**config.mk**
```make
export PLATFORM = sky130hd
export DESIGN_NAME = bcd_time_zone_shift
export DESIGN_NICKNAME = d
export VERILOG_FILES = /design/src/rtl/bcdtz_pkg.sv /design/src/rtl/bcd_time_zone_shift.sv
export SDC_FILE = /design/constraint.sdc
export NUM_CORES = 1
export LEC_CHECK = 0
export BUFFER_PORTS_ARGS = -buffer_cell sky130_fd_sc_hd__buf_2
export CAP_MARGIN = 20
export CORE_ASPECT_RATIO = 1.25
export CORE_MARGIN = 4
export CORE_UTILIZATION = 30
export CTS_CLUSTER_DIAMETER = 150
export DETAILED_ROUTE_END_ITERATION = 10
export SLEW_MARGIN = 10
export SYNTH_ARGS = -nofsm -noshare
export SYNTH_HDL_FRONTEND = slang
export SYNTH_SLANG_ARGS = --single-unit
```
**constraint.sdc**
```tcl
create_clock -name clk -period 5.57 [get_ports clk]
set_input_delay 1.114 -clock clk [delete_from_list [all_inputs] [get_ports clk]]
set_output_delay 1.114 -clock clk [all_outputs]
set_load 0.02 [all_outputs]
```
**src/rtl/bcdtz_pkg.sv**
```systemverilog
// bcdtz_pkg: item layouts, widths and calendar helper functions for bcd_time_zone_shift
// no dependencies; imported by the top level

package bcdtz_pkg;

    localparam int IN_TDATA_W  = 40;
    localparam int OUT_TDATA_W = 40;
    localparam int ZONE_W      = 5;

    // input item, lowest field in the lowest bits
    typedef struct packed {
        logic [1:0]  pad;
        logic [1:0]  dst_hours;
        logic [15:0] year_bcd;
        logic [4:0]  month_bcd;
        logic [5:0]  date_bcd;
        logic [2:0]  weekday;
        logic [5:0]  hour_bcd;
    } in_item_t;

    // result item, same field order as the input
    typedef struct packed {
        logic [3:0]  pad;
        logic [15:0] year_out;
        logic [4:0]  month_out;
        logic [5:0]  date_out;
        logic [2:0]  weekday_out;
        logic [5:0]  hour_out;
    } out_item_t;

    localparam logic [4:0] MONTH_LEN [0:12] = '{
        5'd0, 5'd31, 5'd28, 5'd31, 5'd30, 5'd31, 5'd30,
        5'd31, 5'd31, 5'd30, 5'd31, 5'd30, 5'd31
    };

    localparam logic [3:0] MONTH_JAN = 4'd1;
    localparam logic [3:0] MONTH_FEB = 4'd2;
    localparam logic [3:0] MONTH_DEC = 4'd12;
    localparam logic [2:0] WDAY_SUN  = 3'd1;
    localparam logic [2:0] WDAY_SAT  = 3'd7;

    function automatic logic digit_ok(input logic [3:0] d);
        return d <= 4'd9;
    endfunction

    // two bcd digits to binary
    function automatic logic [6:0] bcd2_to_bin(input logic [3:0] hi, input logic [3:0] lo);
        return {hi, 3'b000} + {2'b00, hi, 1'b0} + {3'b000, lo};
    endfunction

    // binary 0..63 to two bcd digits
    function automatic logic [7:0] bin_to_bcd2(input logic [5:0] v);
        logic [3:0] t;
        logic [5:0] r;
        t = 4'd0;
        r = v;
        for (int k = 1; k <= 6; k++)
        begin
            if (v >= 6'(10 * k))
            begin
                t = 4'(k);
                r = v - 6'(10 * k);
            end
        end
        return {t, r[3:0]};
    endfunction

    // two-digit bcd value divisible by four
    function automatic logic bcd2_div4(input logic [3:0] t, input logic [3:0] o);
        if (t[0])
            return (o == 4'd2) || (o == 4'd6);
        else
            return (o == 4'd0) || (o == 4'd4) || (o == 4'd8);
    endfunction

    function automatic logic is_leap(input logic [15:0] y);
        if (y[7:0] == 8'h00)
            return bcd2_div4(y[15:12], y[11:8]);
        else
            return bcd2_div4(y[7:4], y[3:0]);
    endfunction

    function automatic logic [4:0] days_in(input logic [3:0] m, input logic leap);
        if (m == MONTH_FEB && leap)
            return 5'd29;
        else if (m < 4'd13)
            return MONTH_LEN[m];
        else
            return 5'd31;
    endfunction

    // step a four-digit bcd year by one, wrapping 9999 <-> 0000
    function automatic logic [15:0] bcd_year_step(input logic [15:0] y, input logic down);
        logic [15:0] r;
        logic        c;
        logic [3:0]  d;
        r = y;
        c = 1'b1;
        for (int k = 0; k < 4; k++)
        begin
            d = y[4*k +: 4];
            if (c)
            begin
                if (down)
                begin
                    r[4*k +: 4] = (d == 4'd0) ? 4'd9 : d - 4'd1;
                    c = (d == 4'd0);
                end
                else
                begin
                    r[4*k +: 4] = (d >= 4'd9) ? 4'd0 : d + 4'd1;
                    c = (d >= 4'd9);
                end
            end
        end
        return r;
    endfunction

endpackage

```
**src/rtl/bcd_time_zone_shift.sv**
```systemverilog
// bcd_time_zone_shift: packed-bcd clock time shifted by zone offset and dst, with date rollover
// depends on bcdtz_pkg

// The block takes one calendar time per item (bcd hour, weekday, bcd date, month and
// four-digit year, plus a dst hour count in tdata; the direction in tuser: 0 gmt to
// local, 1 local to gmt) and returns the shifted time. The hour is moved by dst plus
// the signed zone offset written on cfg_wdata; a midnight crossing carries one day
// forward or back through weekday (1..7 wrap), date, month and year with Gregorian
// month lengths and leap years, and year 0000/9999 wrap into each other. A non-decimal
// digit in any bcd input sets the bad_bcd flag in m_axis_tuser and the item passes
// through unchanged. Items flow through an input register and then a result register: one
// item per clock cycle while the output is not stalled; while it is stalled the result
// register holds and the input register takes a new item only if empty. Write the zone
// offset only while no item is in flight.

module bcd_time_zone_shift
(
    input  logic                                   clk,
    input  logic                                   rst_n,
    input  logic                                   cfg_wen,
    input  logic signed [bcdtz_pkg::ZONE_W-1:0]    cfg_wdata,      // zone offset hours
    input  logic                                   s_axis_tvalid,
    output logic                                   s_axis_tready,
    // hour_bcd[5:0] weekday[8:6] date_bcd[14:9] month_bcd[19:15] year_bcd[35:20] dst_hours[37:36]
    input  logic [bcdtz_pkg::IN_TDATA_W-1:0]       s_axis_tdata,
    input  logic                                   s_axis_tuser,   // func
    output logic                                   m_axis_tvalid,
    input  logic                                   m_axis_tready,
    // hour_out[5:0] weekday_out[8:6] date_out[14:9] month_out[19:15] year_out[35:20]
    output logic [bcdtz_pkg::OUT_TDATA_W-1:0]      m_axis_tdata,
    output logic                                   m_axis_tuser    // bad_bcd
);
    import bcdtz_pkg::*;

    // zone offset register
    logic signed [ZONE_W-1:0] zone_reg;

    // input stage
    logic      in_vld_reg;
    in_item_t  in_reg;
    logic      func_reg;

    // result stage
    logic      out_vld_reg;
    out_item_t out_reg;
    logic      bad_reg;

    logic      adv_out;
    logic      adv_in;

    // result stage loads when empty or being drained; input stage when empty or when it can pass on
    assign adv_out       = !out_vld_reg || m_axis_tready;
    assign adv_in        = !in_vld_reg || adv_out;
    assign s_axis_tready = adv_in;

    // ---------------- conversion logic between the two stages ----------------
    logic              bad;
    logic [5:0]        h_bin;
    logic signed [7:0] h_shift;
    logic signed [7:0] h_adj;
    logic              go_back;
    logic              go_fwd;
    logic [5:0]        date_bin;
    logic [4:0]        mon_bin;
    logic [3:0]        mon_c;
    logic              leap;
    logic [4:0]        dim;
    logic [5:0]        date_n;
    logic [3:0]        mon_n;
    logic [15:0]       year_n;
    logic [2:0]        wd_n;
    logic [7:0]        hour_bcd_n;
    logic [7:0]        date_bcd_n;
    logic [7:0]        mon_bcd_n;
    out_item_t         res;

    always_comb
    begin
        bad = !digit_ok(in_reg.hour_bcd[3:0]) || !digit_ok(in_reg.date_bcd[3:0])
            || !digit_ok(in_reg.month_bcd[3:0])
            || !digit_ok(in_reg.year_bcd[3:0])   || !digit_ok(in_reg.year_bcd[7:4])
            || !digit_ok(in_reg.year_bcd[11:8])  || !digit_ok(in_reg.year_bcd[15:12]);

        h_bin = 6'(bcd2_to_bin({2'b00, in_reg.hour_bcd[5:4]}, in_reg.hour_bcd[3:0]));
        if (func_reg)
            h_shift = $signed({2'b00, h_bin}) - $signed({6'b0, in_reg.dst_hours})
                    - $signed({{3{zone_reg[ZONE_W-1]}}, zone_reg});
        else
            h_shift = $signed({2'b00, h_bin}) + $signed({6'b0, in_reg.dst_hours})
                    + $signed({{3{zone_reg[ZONE_W-1]}}, zone_reg});

        go_back = h_shift < 8'sd0;
        go_fwd  = h_shift > 8'sd23;

        // at most one day step, then clamp into 00..23
        priority if (go_back)
        begin
            h_adj = h_shift + 8'sd24;
            if (h_adj < 8'sd0)
                h_adj = 8'sd0;
        end
        else if (go_fwd)
        begin
            h_adj = h_shift - 8'sd24;
            if (h_adj > 8'sd23)
                h_adj = 8'sd23;
        end
        else
        begin
            h_adj = h_shift;
        end
        hour_bcd_n = bin_to_bcd2(h_adj[5:0]);

        date_bin = 6'(bcd2_to_bin({2'b00, in_reg.date_bcd[5:4]}, in_reg.date_bcd[3:0]));
        mon_bin  = 5'(bcd2_to_bin({3'b000, in_reg.month_bcd[4]}, in_reg.month_bcd[3:0]));

        // out-of-range month is pulled into 01..12 on a crossing
        if (mon_bin < 5'd1)
            mon_c = MONTH_JAN;
        else if (mon_bin > 5'd12)
            mon_c = MONTH_DEC;
        else
            mon_c = mon_bin[3:0];

        // a year step only happens out of or into december, so the input year decides feb
        leap = is_leap(in_reg.year_bcd);
        dim  = days_in(mon_c, leap);

        year_n = in_reg.year_bcd;
        mon_n  = mon_c;
        date_n = date_bin;
        wd_n   = in_reg.weekday;

        priority if (go_back)
        begin
            wd_n = (in_reg.weekday <= WDAY_SUN) ? WDAY_SAT : in_reg.weekday - 3'd1;
            if (date_bin <= 6'd1)
            begin
                if (mon_c == MONTH_JAN)
                begin
                    mon_n  = MONTH_DEC;
                    year_n = bcd_year_step(in_reg.year_bcd, 1'b1);
                end
                else
                begin
                    mon_n = mon_c - 4'd1;
                end
                date_n = {1'b0, days_in(mon_n, leap)};
            end
            else
            begin
                date_n = date_bin - 6'd1;
            end
        end
        else if (go_fwd)
        begin
            wd_n = (in_reg.weekday >= WDAY_SAT) ? WDAY_SUN : in_reg.weekday + 3'd1;
            if ({1'b0, date_bin} + 7'd1 > {2'b00, dim})
            begin
                date_n = 6'd1;
                if (mon_c == MONTH_DEC)
                begin
                    mon_n  = MONTH_JAN;
                    year_n = bcd_year_step(in_reg.year_bcd, 1'b0);
                end
                else
                begin
                    mon_n = mon_c + 4'd1;
                end
            end
            else
            begin
                date_n = date_bin + 6'd1;
            end
        end
        else
        begin
            wd_n = in_reg.weekday;
        end

        date_bcd_n = bin_to_bcd2(date_n);
        mon_bcd_n  = bin_to_bcd2({2'b00, mon_n});

        res     = '0;
        if (bad)
        begin
            res.hour_out    = in_reg.hour_bcd;
            res.weekday_out = in_reg.weekday;
            res.date_out    = in_reg.date_bcd;
            res.month_out   = in_reg.month_bcd;
            res.year_out    = in_reg.year_bcd;
        end
        else if (go_back || go_fwd)
        begin
            res.hour_out    = hour_bcd_n[5:0];
            res.weekday_out = wd_n;
            res.date_out    = date_bcd_n[5:0];
            res.month_out   = mon_bcd_n[4:0];
            res.year_out    = year_n;
        end
        else
        begin
            // same day: only the hour moves
            res.hour_out    = hour_bcd_n[5:0];
            res.weekday_out = in_reg.weekday;
            res.date_out    = in_reg.date_bcd;
            res.month_out   = in_reg.month_bcd;
            res.year_out    = in_reg.year_bcd;
        end
    end

    // ---------------- registers ----------------
    always_ff @(posedge clk or negedge rst_n)
    begin
        if (!rst_n)
        begin
            zone_reg    <= '0;
            in_vld_reg  <= 1'b0;
            out_vld_reg <= 1'b0;
        end
        else
        begin
            if (cfg_wen)
                zone_reg <= cfg_wdata;
            if (adv_in)
                in_vld_reg <= s_axis_tvalid;
            if (adv_out)
                out_vld_reg <= in_vld_reg;
        end
    end

    // payload, no reset
    always_ff @(posedge clk)
    begin
        if (adv_in && s_axis_tvalid)
        begin
            in_reg   <= in_item_t'(s_axis_tdata);
            func_reg <= s_axis_tuser;
        end
        if (adv_out && in_vld_reg)
        begin
            out_reg <= res;
            bad_reg <= bad;
        end
    end

    assign m_axis_tvalid = out_vld_reg;
    assign m_axis_tdata  = OUT_TDATA_W'(out_reg);
    assign m_axis_tuser  = bad_reg;

    // ---------------- assertions ----------------
    a_stage_moves: assert property (@(posedge clk) disable iff (!rst_n)
        in_vld_reg && adv_out |=> out_vld_reg)
        else $error("item in input stage lost on advance");

    a_input_held: assert property (@(posedge clk) disable iff (!rst_n)
        in_vld_reg && !adv_out |=> in_vld_reg && $stable(in_reg) && $stable(func_reg))
        else $error("input stage changed while stalled");

    a_hour_legal: assert property (@(posedge clk) disable iff (!rst_n)
        out_vld_reg && !bad_reg |-> out_reg.hour_out[3:0] <= 4'd9
            && out_reg.hour_out <= 6'h23)
        else $error("hour result out of range");

    a_digits_legal: assert property (@(posedge clk) disable iff (!rst_n)
        out_vld_reg && !bad_reg |-> out_reg.date_out[3:0] <= 4'd9
            && out_reg.month_out[3:0] <= 4'd9 && out_reg.year_out[3:0] <= 4'd9)
        else $error("non-decimal digit in a clean result");

endmodule

```
# Word level (Yosys, flattened, before mapping)

Memory sizes are Yosys's and may differ from the RTL's.
Index checks and enable logic that the tools add are counted.

Register bits after elaboration: 83
Bits in read-only memories: 160
Input bits: 51
Output and inout port bits: 43
Logic and storage cells: 254
Memories: 2

Add/subtract/negate cells: 41
$lt $le $gt $ge: 39
Equal/unequal tests: 12
Muxes and demuxes: 109
Bitwise logic cells: 2
Reduce and logical (&&, ||, !) cells: 33

Memory list:

| memory           | words | width | read ports | clocked after memory_dff | write ports | line            | source |
|---|---|---|---|---|---|---|---|
| (name not given) | 16    | 5     | 1          | 0                        | 0           | bcdtz_pkg.sv:87 | `return MONTH_LEN[m];` |
| (name not given) | 16    | 5     | 1          | 0                        | 0           | bcdtz_pkg.sv:87 |  |

Operators by type and width:

| operator              | count |
|---|---|
| $mux W4               | 38 |
| $mux W16              | 6 |
| $mux W36              | 2 |
| $mux W6               | 8 |
| $mux W5               | 8 |
| $sub A4 B4 Y4 const B | 10 |
| $ge A6 B6 Y1 const B  | 6 |
| $mux W1               | 32 |
| $le A4 B4 Y1 const B  | 7 |
| $ge A6 B5 Y1 const B  | 4 |
| $add A4 B1 Y4 const B | 5 |
| $ge A4 B4 Y1 const B  | 5 |
| $mux W2               | 10 |
| $sub A4 B1 Y4 const B | 5 |
| $eq A4 B2 Y1 const B  | 4 |
| $eq A4 B3 Y1 const B  | 4 |
| $gt A8 B6 Y1 const B  | 2 |
| $logic_not A4 Y1      | 4 |
| $lt A8 B1 Y1 const B  | 2 |
| $logic_or A1 B1 Y1    | 15 |
| $add A5 B3 Y6         | 2 |
| $add A6 B4 Y6         | 2 |
| $eq A4 B4 Y1 const B  | 3 |
| $ge A6 B4 Y1 const B  | 2 |
| 31 further kinds      | 50 |

# Longest topological paths before layout

Gate-level depths: netlist (run 1).

Word-level depth: 32
Mapped depth: 27
Gate-level depth less buffers: 26

# Least setup slack after synthesis (run 1)

OpenSTA, ideal clock, no wires.

Kind: register -> register
Start point: register in_reg[1] (netlist bit)
End point: register out_reg, in the netlist m_axis_tdata[11] (data pin)
Library setup time: 0.257 ns
Arrival time: 5.648 ns
Data required time: 5.313 ns
Setup slack: -0.334 ns
Cell stages (with the launch flop): 25
Path buffers: 3
Period minus slack after synthesis: 5.904 ns
Cells stage by stage: edfxtp_1 -> ha_1 -> fa_1 -> clkbuf_1 -> a211oi_1 -> nand2b_1 -> mux2_2 -> a21oi_1 -> o22ai_1 -> ha_1 -> or3b_1 -> nor3_1 -> a21oi_1 -> o22a_4 -> buf_6 -> buf_2 -> a31oi_1 -> inv_1 -> ha_1 -> and2_1 -> or4_1 -> o21ai_1 -> o311ai_1 -> o31a_1 -> a32o_1

RTL lines:

| element                | line                       | source |
|---|---|---|
| from (decl)            | bcd_time_zone_shift.sv:40  | `in_item_t in_reg;` |
| from (signal assigned) | bcd_time_zone_shift.sv:237 | `in_reg <= in_item_t'(s_axis_tdata);` |
| to (signal assigned)   | bcd_time_zone_shift.sv:242 | `out_reg <= res;` |
| to (decl)              | bcd_time_zone_shift.sv:45  | `out_item_t out_reg;` |

==> run metrics, run 1 <==
hold path startpoint=in_vld_reg; clock sinks=83; largest cells by area after synthesis=edfxtp_1 (29%), ha_1 (12%), o21ai_0 (4.7%); root buf cell=clkbuf_16; DR DRC count=0; die height=188 microns; Max-slew headroom=33.8%; width of the die=152 microns; Yosys cell types=104; WL/cell=15.9 microns; Setup CP Type=flop to flop; clock power share=15.7%; Max FO, Critical Path=7; RSZ-0062 raised after global routing=true; Pint=2.20 mW; Layout fillers=2592; first-pass GRT wire length=34500 microns; Tot GR Track Use=roughly 15%; die area=28600 sq um; largest net degree at the start of global routing=40; max_cap viols=0; Skew-Pair Late Insertion Delay=approximately 0.36 ns; Yosys warning count=0; area added between synthesis and finish=24.6%; worst hold slack=0.489 ns; Worst Skew=0.0110 ns; post-route design area=9690 sq um; EDFF count, synth=76; cell count after synthesis=869; Setup crit start=in_reg[4]; sequential cell area fraction in the yosys report=31.6%; required time worst endpoint=5.68 ns; nets=about 1200; CTS H-tree depth=3; Final Cycle Share=98.0%; number of buffers inserted during clock tree synthesis=9; Iteration-0 DRC Markers=around 320; worst slew pin tran=0.993 ns; Power Dens Cells=391 nW/um^2; Mapped Area=7770 sq um; # rows=65; max reg flops=38; outcome=finished, final reports clean; Critical Path Max Stage Delay=0.56 ns; DP Wirelength=16500 microns; post-synth top area cell=edfxtp_1; combinational power share=63.7%; leakage power=3.94 nW; pre-CTS setup slack=-0.0293 ns; Slew Viols, Final=0; Port Buf Inserts=87; Worst Setup Start Kind=flop; Worst Path Arrival=5.57 ns; slowest CP cell=or4_4; Fmax=183 MHz; Initial Utilization=30.6%; clk buf depth=2; vias=roughly 7000; Final Setup Violations=0; drt pass-1 iters=5; Reg2Reg Launch Point=in_reg[4]; initial antenna violation count=0; prevailing post-synth register cell=edfxtp_1; share of cells above drive strength 1=between 20% and 30%; CP endpoint kind=flop; Synth Area per Inst=between 8 and 9 sq um; I/O Pins=94; crit path cell chain=ha_2, fa_1, a211oi_2, nand2b_1, mux2_4, a21oi_2, o22ai_2, ha_4, inv_2, o2111a_2, a211oi_4, o211ai_4, o22a_1, a32oi_1, o21a_1, inv_2, ha_4, and2_4, or4_4, o21ai_2, o311ai_1, o31a_1, a32o_1; Period minus WS final=5.46 ns; vias in the first global route=6946; antenna-violating nets left=0; CTS tree=yes; area fraction of the dominant cell type after synthesis=29.4%; DR vias/cell=5.28; most frequent cells in the layout=buf_4 (92), buf_2 (87), edfxtp_1 (76), o21ai_0 (71), nor2_1 (70); placed inst area=9130 sq um; Worst-path clk slew=0.06 ns; Post-synth ARST share=8.43%; switch share=a little over two fifths; WL final=~22000 microns; core area=~25000 sq um; leading cell type in the layout, fill and taps excluded=buf_4; final worst slack=0.113 ns; Hold Crit Class=flop to flop; gpl congestion=0.898; Flop pwr share=20.6%; worst IR drop on VDD=between 150 and 200 uV; switching power=~1.6 mW; number of diodes=0; Synth Register Bits=slightly above 80; grt ovf=0; Final Hold Viols=0
power by group through the flow:
stage          combinational [mW]  clock, mW  sequential [mW]
5_1_grt                      2.67      0.645            0.786
3_3_place_gp                 2.21          0            0.792
4_1_cts                      2.27      0.617            0.780
2_1_floorplan                1.50          0            0.809
3_5_place_dp                 2.25          0            0.792
6_report                     2.41      0.593            0.779
kinds of logic (layout without fill, tap and decap cells):
family          after synthesis  count (layout)  share of synthesized area [%]
other cells                   1               5                         0.0482
mux                          15              15                           2.08
flops                        83              83                           31.6
fa+ha+maj                    83              83                           13.9
xor+xnor                     21              21                           2.46
compound gates              290             290                           26.3
buf+inv                      90             248                           4.84
simple gates                286             286                           18.7
layer usage:
layer / routed length, microns / up-vias / global-route usage (%)
li1: - / 3582 / -
met3: 943 / 32 / 2.56
met1: 9110 / 3399 / 17.3
met2: 11100 / 197 / 26.6
met4: 580 / 0 / 5.74
met5: 0 / - / 0
critical path, delay by kind of cell, from the launching register on:
| kind | cells | cell delay (ns) |
|---|---|---|
| flip-flops | 1 | 0.39 |
| buffers and inverters | 2 | 0.10 |
| adder cells (fa/ha/maj) | 4 | 1.20 |
| AO/OA/AOI/OAI | 13 | 2.43 |
| multiplexers | 1 | 0.28 |
| AND/OR/NAND/NOR | 3 | 0.81 |
what timing repair did:
item	in CTS	in global routing
gates cloned	0	0
setup buffers	2	8
hold buffers	0	0
setup endpoints to repair	1	10
pin swaps	2	15
resized for setup	1	39
final cells by class:
| type | count | area (sq um) | area share, % |
|---|---|---|---|
| Clock buffer | 11 | 233 | 2.40 |
| Clock inverter | 4 | 52.6 | 0.542 |
| Inverter | 52 | 195 | 2.01 |
| Multi-Input combinational cell | 700 | 5160 | 53.3 |
| Sequential cell | 83 | 2460 | 25.4 |
| Tap cell | 335 | 419 | 4.33 |
| Timing Repair Buffer | 181 | 1170 | 12.0 |
synthesized netlist by cell type (all sizes together) (8+ instances only):
library cell,n
a211oi,9
a21o,10
a21oi,54
a31oi,11
buf,15
clkbuf,23
edfxtp,76
ha,77
inv,49
mux2,9
nand2,66
nand2b,16
nand3,23
nand4,8
nor2,72
nor2b,9
nor3,28
nor4,10
o211ai,9
o21a,10
o21ai,85
o22ai,13
or2,8
or3,9
xnor2,14
stage by stage:
| stage | total power [mW] | TNS, ns | cells | utilization, % |
|---|---|---|---|---|
| 2_1_floorplan | 2.31 | 0 | 873 | - |
| 3_3_place_gp | 3.00 | 0 | 1340 | 36.0 |
| 3_5_place_dp | 3.04 | -0.0293 | 1340 | 36.0 |
| 4_1_cts | 3.67 | 0 | 1357 | 37.2 |
| 5_1_grt | 4.10 | -0.165 | 1366 | 38.2 |
| 6_report | 3.78 | 0 | 1366 | 38.2 |
final timing paths:
| path | cells past startpoint | slack, ns | to |
|---|---|---|---|
| max in group asynchronous | 1 | 4.83 | in_vld_reg |
| min in group asynchronous | 1 | 0.57 | zone_reg[4] |
| hold / removal | 1 | 0.49 | m_axis_tvalid |
| setup reg to reg | 23 | 0.11 | m_axis_tdata[11] |
| setup / recovery | 23 | 0.11 | m_axis_tdata[11] |
| hold reg to reg | 1 | 0.49 | m_axis_tvalid |
(Power assumes the default switching activity.)
==> inputs of run 2 (changes only) <==
CORE_MARGIN = 8   (was 4)
RECOVER_POWER = 50   (was unset)
SKIP_LAST_GASP = 1   (was unset)
==> run metrics, run 2 (same netlist as run 1, synthesis figures left out) <==
Final Cycle Share=99.4% (+1.4 points); Fmax=181 MHz (-1.4%); pre-CTS setup slack=0.0124 ns (+0.0417 ns); Port Buf Inserts=87 (unchanged); WL/cell=16.4 microns (+3.1%); clk buf depth=2 (unchanged); first-pass GRT wire length=35100 microns (+1.7%); Setup CP Type=flop to flop; total power=3.71 mW (-1.9%); DR WL met3=867 microns (-8.1%); outcome=complete, but fails checks; worst slew pin tran=2.86 ns (+1.87 ns); grt ovf=0 (unchanged); worst hold stages=1 (unchanged); Met1 Wirelength=9070 microns (-0.37%); drt pass-1 iters=5 (unchanged); WL final=22200 microns (+2.0%); Flop pwr share=21.1% (+0.5 points); Pint=2.12 mW (-3.6%); width of the die=160 microns (+5.3%); DP Wirelength=17000 microns (+2.9%); Period minus WS final=5.54 ns (+0.0799 ns); initial antenna violation count=0 (unchanged); combinational power share=62.2% (-1.5 points); core area=25800 sq um (+1.5%); Slew Viols, Final=38 (+38); Worst-path clk slew=0.07 ns (about the same); worst IR drop on VDD=173 uV (-5.9%); root buf cell=clkbuf_16; Iteration-0 DRC Markers=348 (+7.4%); Power Dens Cells=391 nW/um^2 (+0.22%); required time worst endpoint=5.68 ns (about the same); Worst Setup Start Kind=flop; number of diodes=0 (unchanged); number of buffers inserted during clock tree synthesis=9 (unchanged); Worst R2R Path Depth=23 (unchanged); max layer used=met4; DR DRC count=0 (unchanged); WL met2=11400 microns (+3.1%); leading cell type in the layout, fill and taps excluded=edfxtp_1; register area=2460 sq um (unchanged); Tot GR Track Use=13.7% (-0.99 points); max_cap viols=1 (+1); Max-slew headroom=-90.7% (-120 points); I/O Pins=94 (unchanged); gpl congestion=0.901 (+0.36%); post-route design area=9480 sq um (-2.1%); Skew-Pair Late Insertion Delay=0.36 ns (about the same); clock sinks=83 (unchanged); Layout fillers=2689 (+3.7%); antenna-violating nets left=0 (unchanged); CTS tree=yes; leakage power=3.74 nW (-5.2%); Final Setup Violations=0 (unchanged); CTS H-tree depth=3 (unchanged); die area=31400 sq um (+9.7%); Worst Path Arrival=5.65 ns (+0.08 ns); CTS Hold Buffers Added=0 (unchanged); RSZ-0062 raised after global routing=true; Max FO, Critical Path=5 (-2); placed inst area=9010 sq um (-1.2%); worst hold slack=0.480 ns (-0.00961 ns); final worst slack=0.0326 ns (-0.0799 ns); clock power share=16.7% (+1.0 points); die height=196 microns (+4.3%); Initial Utilization=30.2% (-0.46 points); switch share=42.8% (+0.98 points); switching power=1.59 mW (+0.37%); DR vias/cell=5.28 (about the same); Final Hold Viols=0 (unchanged); violated checks=max-capacitance violations, max-slew violations; multi-input logic area=5150 sq um (-0.31%); setup TNS=0 ns (unchanged); most frequent cells in the layout=edfxtp_1 (76), ha_1 (71), buf_4 (71), nor2_1 (70), o21ai_0 (70); share of cells above drive strength 1=21.3% (-5.6 points); # rows=66 (+1.5%); largest net degree at the start of global routing=40 (unchanged); vias=7140 (-0.97%); area added between synthesis and finish=22.0%; CP endpoint kind=flop; Hold Crit Class=flop to flop; nets=1141 (-1.7%); Worst Skew=0.00915 ns (-0.00182 ns); vias in the first global route=7040 (+1.4%); max reg flops=38 (unchanged)
## run 2: changes by cell type in the layout (fill, tap and decap cells not counted), sizes merged
cell and change:
clkbuf +40, clkinv +1, inv +2, buf -62
## run 2: power by group through the flow
| stage | combinational (mW) | sequential [mW] | clock (mW) |
|---|---|---|---|
| 2_1_floorplan | 1.50 | 0.809 | 0 |
| 3_3_place_gp | 2.13 | 0.794 | 0 |
| 3_5_place_dp | 2.15 | 0.794 | 0 |
| 4_1_cts | 2.17 | 0.781 | 0.645 |
| 5_1_grt | 2.52 | 0.789 | 0.662 |
| 6_report | 2.31 | 0.783 | 0.621 |
## run 2: what timing repair did
action | CTS | global route
pin swaps | 1 | 29
resized for setup | 1 | 39
setup buffers | 0 | 7
endpoints found under the setup margin | 1 | 11
gates cloned | 0 | 0
## run 2: through the flow
| stage | util [%] | cells |
|---|---|---|
| floorplan | - | 873 |
| global placement | 35.0 | 1329 |
| detailed placement | 35.0 | 1329 |
| CTS | 36.2 | 1345 |
| global route | 36.8 | 1352 |
| finish | 36.8 | 1352 |
## run 2: final timing paths
| kind | start | endpoint | slack, ns |
|---|---|---|---|
| hold reg to reg | in_vld_reg | m_axis_tvalid | 0.48 |
| min in group asynchronous | rst_n | zone_reg[3] | 0.67 |
| hold / removal | in_vld_reg | m_axis_tvalid | 0.48 |
| max in group asynchronous | rst_n | in_vld_reg | 4.58 |
| setup reg to reg | in_reg[4] | m_axis_tdata[11] | 0.03 |
| setup / recovery | in_reg[4] | m_axis_tdata[11] | 0.03 |
## run 2: per-layer routing
| metal | track usage [%] | vias up |
|---|---|---|
| met5 | 0 | - |
| met4 | 7.00 | 0 |
| met3 | 2.64 | 39 |
| met2 | 25.2 | 172 |
| met1 | 14.7 | 3389 |
| li1 | - | 3540 |
## run 2: cell type report
cell class / count / area share, %
repair buffers: 161 / 10.0
clock buffers: 9 / 2.38
flip-flops and latches: 83 / 25.9
well taps: 340 / 4.49
clock inverters: 7 / 0.805
multi-input cells: 700 / 54.3
inverters: 52 / 2.06
## run 2: worst max-delay path, cell delays in order, from the launching register on
cell      delay (ns)
edfxtp_1        0.40
ha_2            0.22
fa_1            0.53
a211oi_2        0.26
nand2b_1        0.13
mux2_4          0.28
a21oi_2         0.13
o22ai_2         0.09
ha_4            0.31
inv_2           0.03
o2111a_1        0.13
a211oi_4        0.32
o211ai_4        0.15
o22a_1          0.25
a32oi_1         0.20
o21a_1          0.18
inv_2           0.06
ha_4            0.15
and2_4          0.13
or4_4           0.55
o21ai_2         0.15
o311ai_1        0.11
o31a_1          0.29
a32o_1          0.23
==> inputs of run 3 (changes only) <==
CORE_UTILIZATION = 54   (was 30)
CTS_BUF_LIST = sky130_fd_sc_hd__clkbuf_16   (was unset)
GPL_TIMING_DRIVEN = 0   (was unset)
PLACE_DENSITY = 0.78   (was unset)
==> run metrics, run 3 (same netlist as run 1, synthesis figures left out) <==
total power=4.03 mW (+8.5%); Worst Skew=0.00930 ns (+0.000149 ns); area added between synthesis and finish=25.5%; Setup CP Type=flop to flop; Power Dens Cells=413 nW/um^2 (+5.4%); register area=2460 sq um (unchanged); Fmax=180 MHz (-0.39%); number of buffers inserted during clock tree synthesis=9 (unchanged); CTS tree=yes; required time worst endpoint=5.67 ns (about the same); number of diodes=0 (unchanged); initial antenna violation count=0 (unchanged); first-pass GRT wire length=34500 microns (-1.8%); leading cell type in the layout, fill and taps excluded=buf_2; Iteration-0 DRC Markers=775 (+120%); nets=1165 (+2.1%); CP endpoint kind=flop; DR DRC count=0 (unchanged); Max FO, Critical Path=7 (+2); gpl congestion=0.946 (+5.0%); Slew Viols, Final=65 (+71%); Final Hold Viols=0 (unchanged); final worst slack=0.0110 ns (-0.0216 ns); Period minus WS final=5.56 ns (+0.0216 ns); DP Wirelength=15500 microns (-8.7%); slowest CP cell=fa_2; vias in the first global route=7184 (+2.0%); outcome=complete, but fails checks; Max-slew headroom=-33.5% (+57 points); Worst Setup Start Kind=flop; WL final=22700 microns (+2.5%); largest net degree at the start of global routing=34 (-15%); RSZ-0062 raised after global routing=true; multi-input logic area=5440 sq um (+5.7%); DR vias/cell=6.26 (+19%); Critical Path Max Stage Delay=0.63 ns (+0.08 ns); max reg flops=38 (unchanged); Worst Path Arrival=5.66 ns (about the same); most frequent cells in the layout=buf_2 (93), edfxtp_1 (76), nor2_1 (68), o21ai_0 (68), buf_4 (65); grt ovf=0 (unchanged); Final Core Density=68.6% (+32 points); Skew-Pair Late Insertion Delay=0.35 ns (about the same); clock sinks=83 (unchanged); Hold Crit Class=flop to flop; Initial Utilization=54.7% (+24 points); die area=18500 sq um (-41%); CTS H-tree depth=3 (unchanged); crit path cell chain=buf_4, fa_2, o21ai_2, nor2_1, nand2_1, nand2_1, nand2_1, o211ai_1, ha_2, or3_1, o211ai_1, o21ai_2, buf_4, buf_4, or3_4, a41oi_4, inv_2, ha_1, a41o_1, or2_4, nor3b_1, o31a_1, a32o_1; Layout fillers=1106 (-59%); worst IR drop on VDD=257 uV (+48%); Port Buf Inserts=86 (-1.1%); # rows=49 (-26%); Worst-path clk slew=0.07 ns (about the same); I/O Pins=94 (unchanged); worst slew pin tran=2.00 ns (-0.856 ns); leakage power=3.95 nW (+5.8%); share of cells above drive strength 1=29.2% (+7.9 points); max_cap viols=2 (+1); core area=14200 sq um (-45%); violated checks=max-capacitance violations, max-slew violations; clk buf depth=2 (unchanged); Final Setup Violations=0 (unchanged); Final Cycle Share=99.8% (+0.39 points); pre-CTS setup slack=-0.741 ns (-0.753 ns); worst hold slack=0.479 ns (-0.000161 ns); WL/cell=18.7 microns (+14%); vias=7598 (+6.4%); antenna-violating nets left=0 (unchanged); Tot GR Track Use=23.2% (+9.4 points); width of the die=123 microns (-23%); die height=150 microns (-23%); drt pass-1 iters=6 (+1); root buf cell=clkbuf_16
[run 3: path summary, 6_finish.rpt]
kind	startpoint	end	slack [ns]	cells after the start
max in group asynchronous	rst_n	zone_reg[0]	4.59	1
min in group asynchronous	rst_n	zone_reg[2]	0.67	1
max reg2reg	in_reg[2]	m_axis_tdata[11]	0.01	23
min reg2reg	in_vld_reg	m_axis_tvalid	0.48	1
max	in_reg[2]	m_axis_tdata[11]	0.01	23
min	in_vld_reg	m_axis_tvalid	0.48	1
[run 3: worst max-delay path, delay by kind of cell (launching register included)]
family	cells	cell delay (ns)
AOI/OAI and AO/OA	8	1.53
and+or+nand+nor	8	1.46
adders and majority gates	3	1.25
buffers and inverters	4	0.60
DFF	1	0.45
[run 3: report_power, final]
part,total (mW),switching [mW],internal [mW]
sequential,0.773,0.0316,0.742
combinational,2.59,1.44,1.16
clock,0.660,0.265,0.395
[run 3: what timing repair did]
item                                    CTS  global route
resized for setup                        44            69
setup buffers                            30            34
hold buffers                              0             0
pin swaps                                13            33
hold endpoints to repair                  0             0
endpoints found under the setup margin   24            14
[run 3: final cells by class]
type                       count  area share [%]
buffer                        33            1.90
tap                          178            2.28
sequential                    83            25.2
inverter                      52            2.04
clock buffer                   9            2.31
clock inverter                 7            1.00
timing repair buffer         152            9.51
multi-input combinational    700            55.8
[run 3: per-stage QoR]
stage          instances  TNS, ns  cell area, sq um
4_1_cts             1184   -0.269              9260
2_1_floorplan        873        0              7820
3_5_place_dp        1139    -7.29              8510
6_report            1214        0              9760
5_1_grt             1214   -0.621              9760
3_3_place_gp        1137    -5.55              8470
[run 3: per-layer routing]
metal	track usage (%)	share of wire [%]	vias up
met1	26.5	39	3574
met4	10.5	4.0	0
met2	40.7	51	354
met3	4.39	6.2	84
met5	0	0	-
li1	-	-	3586
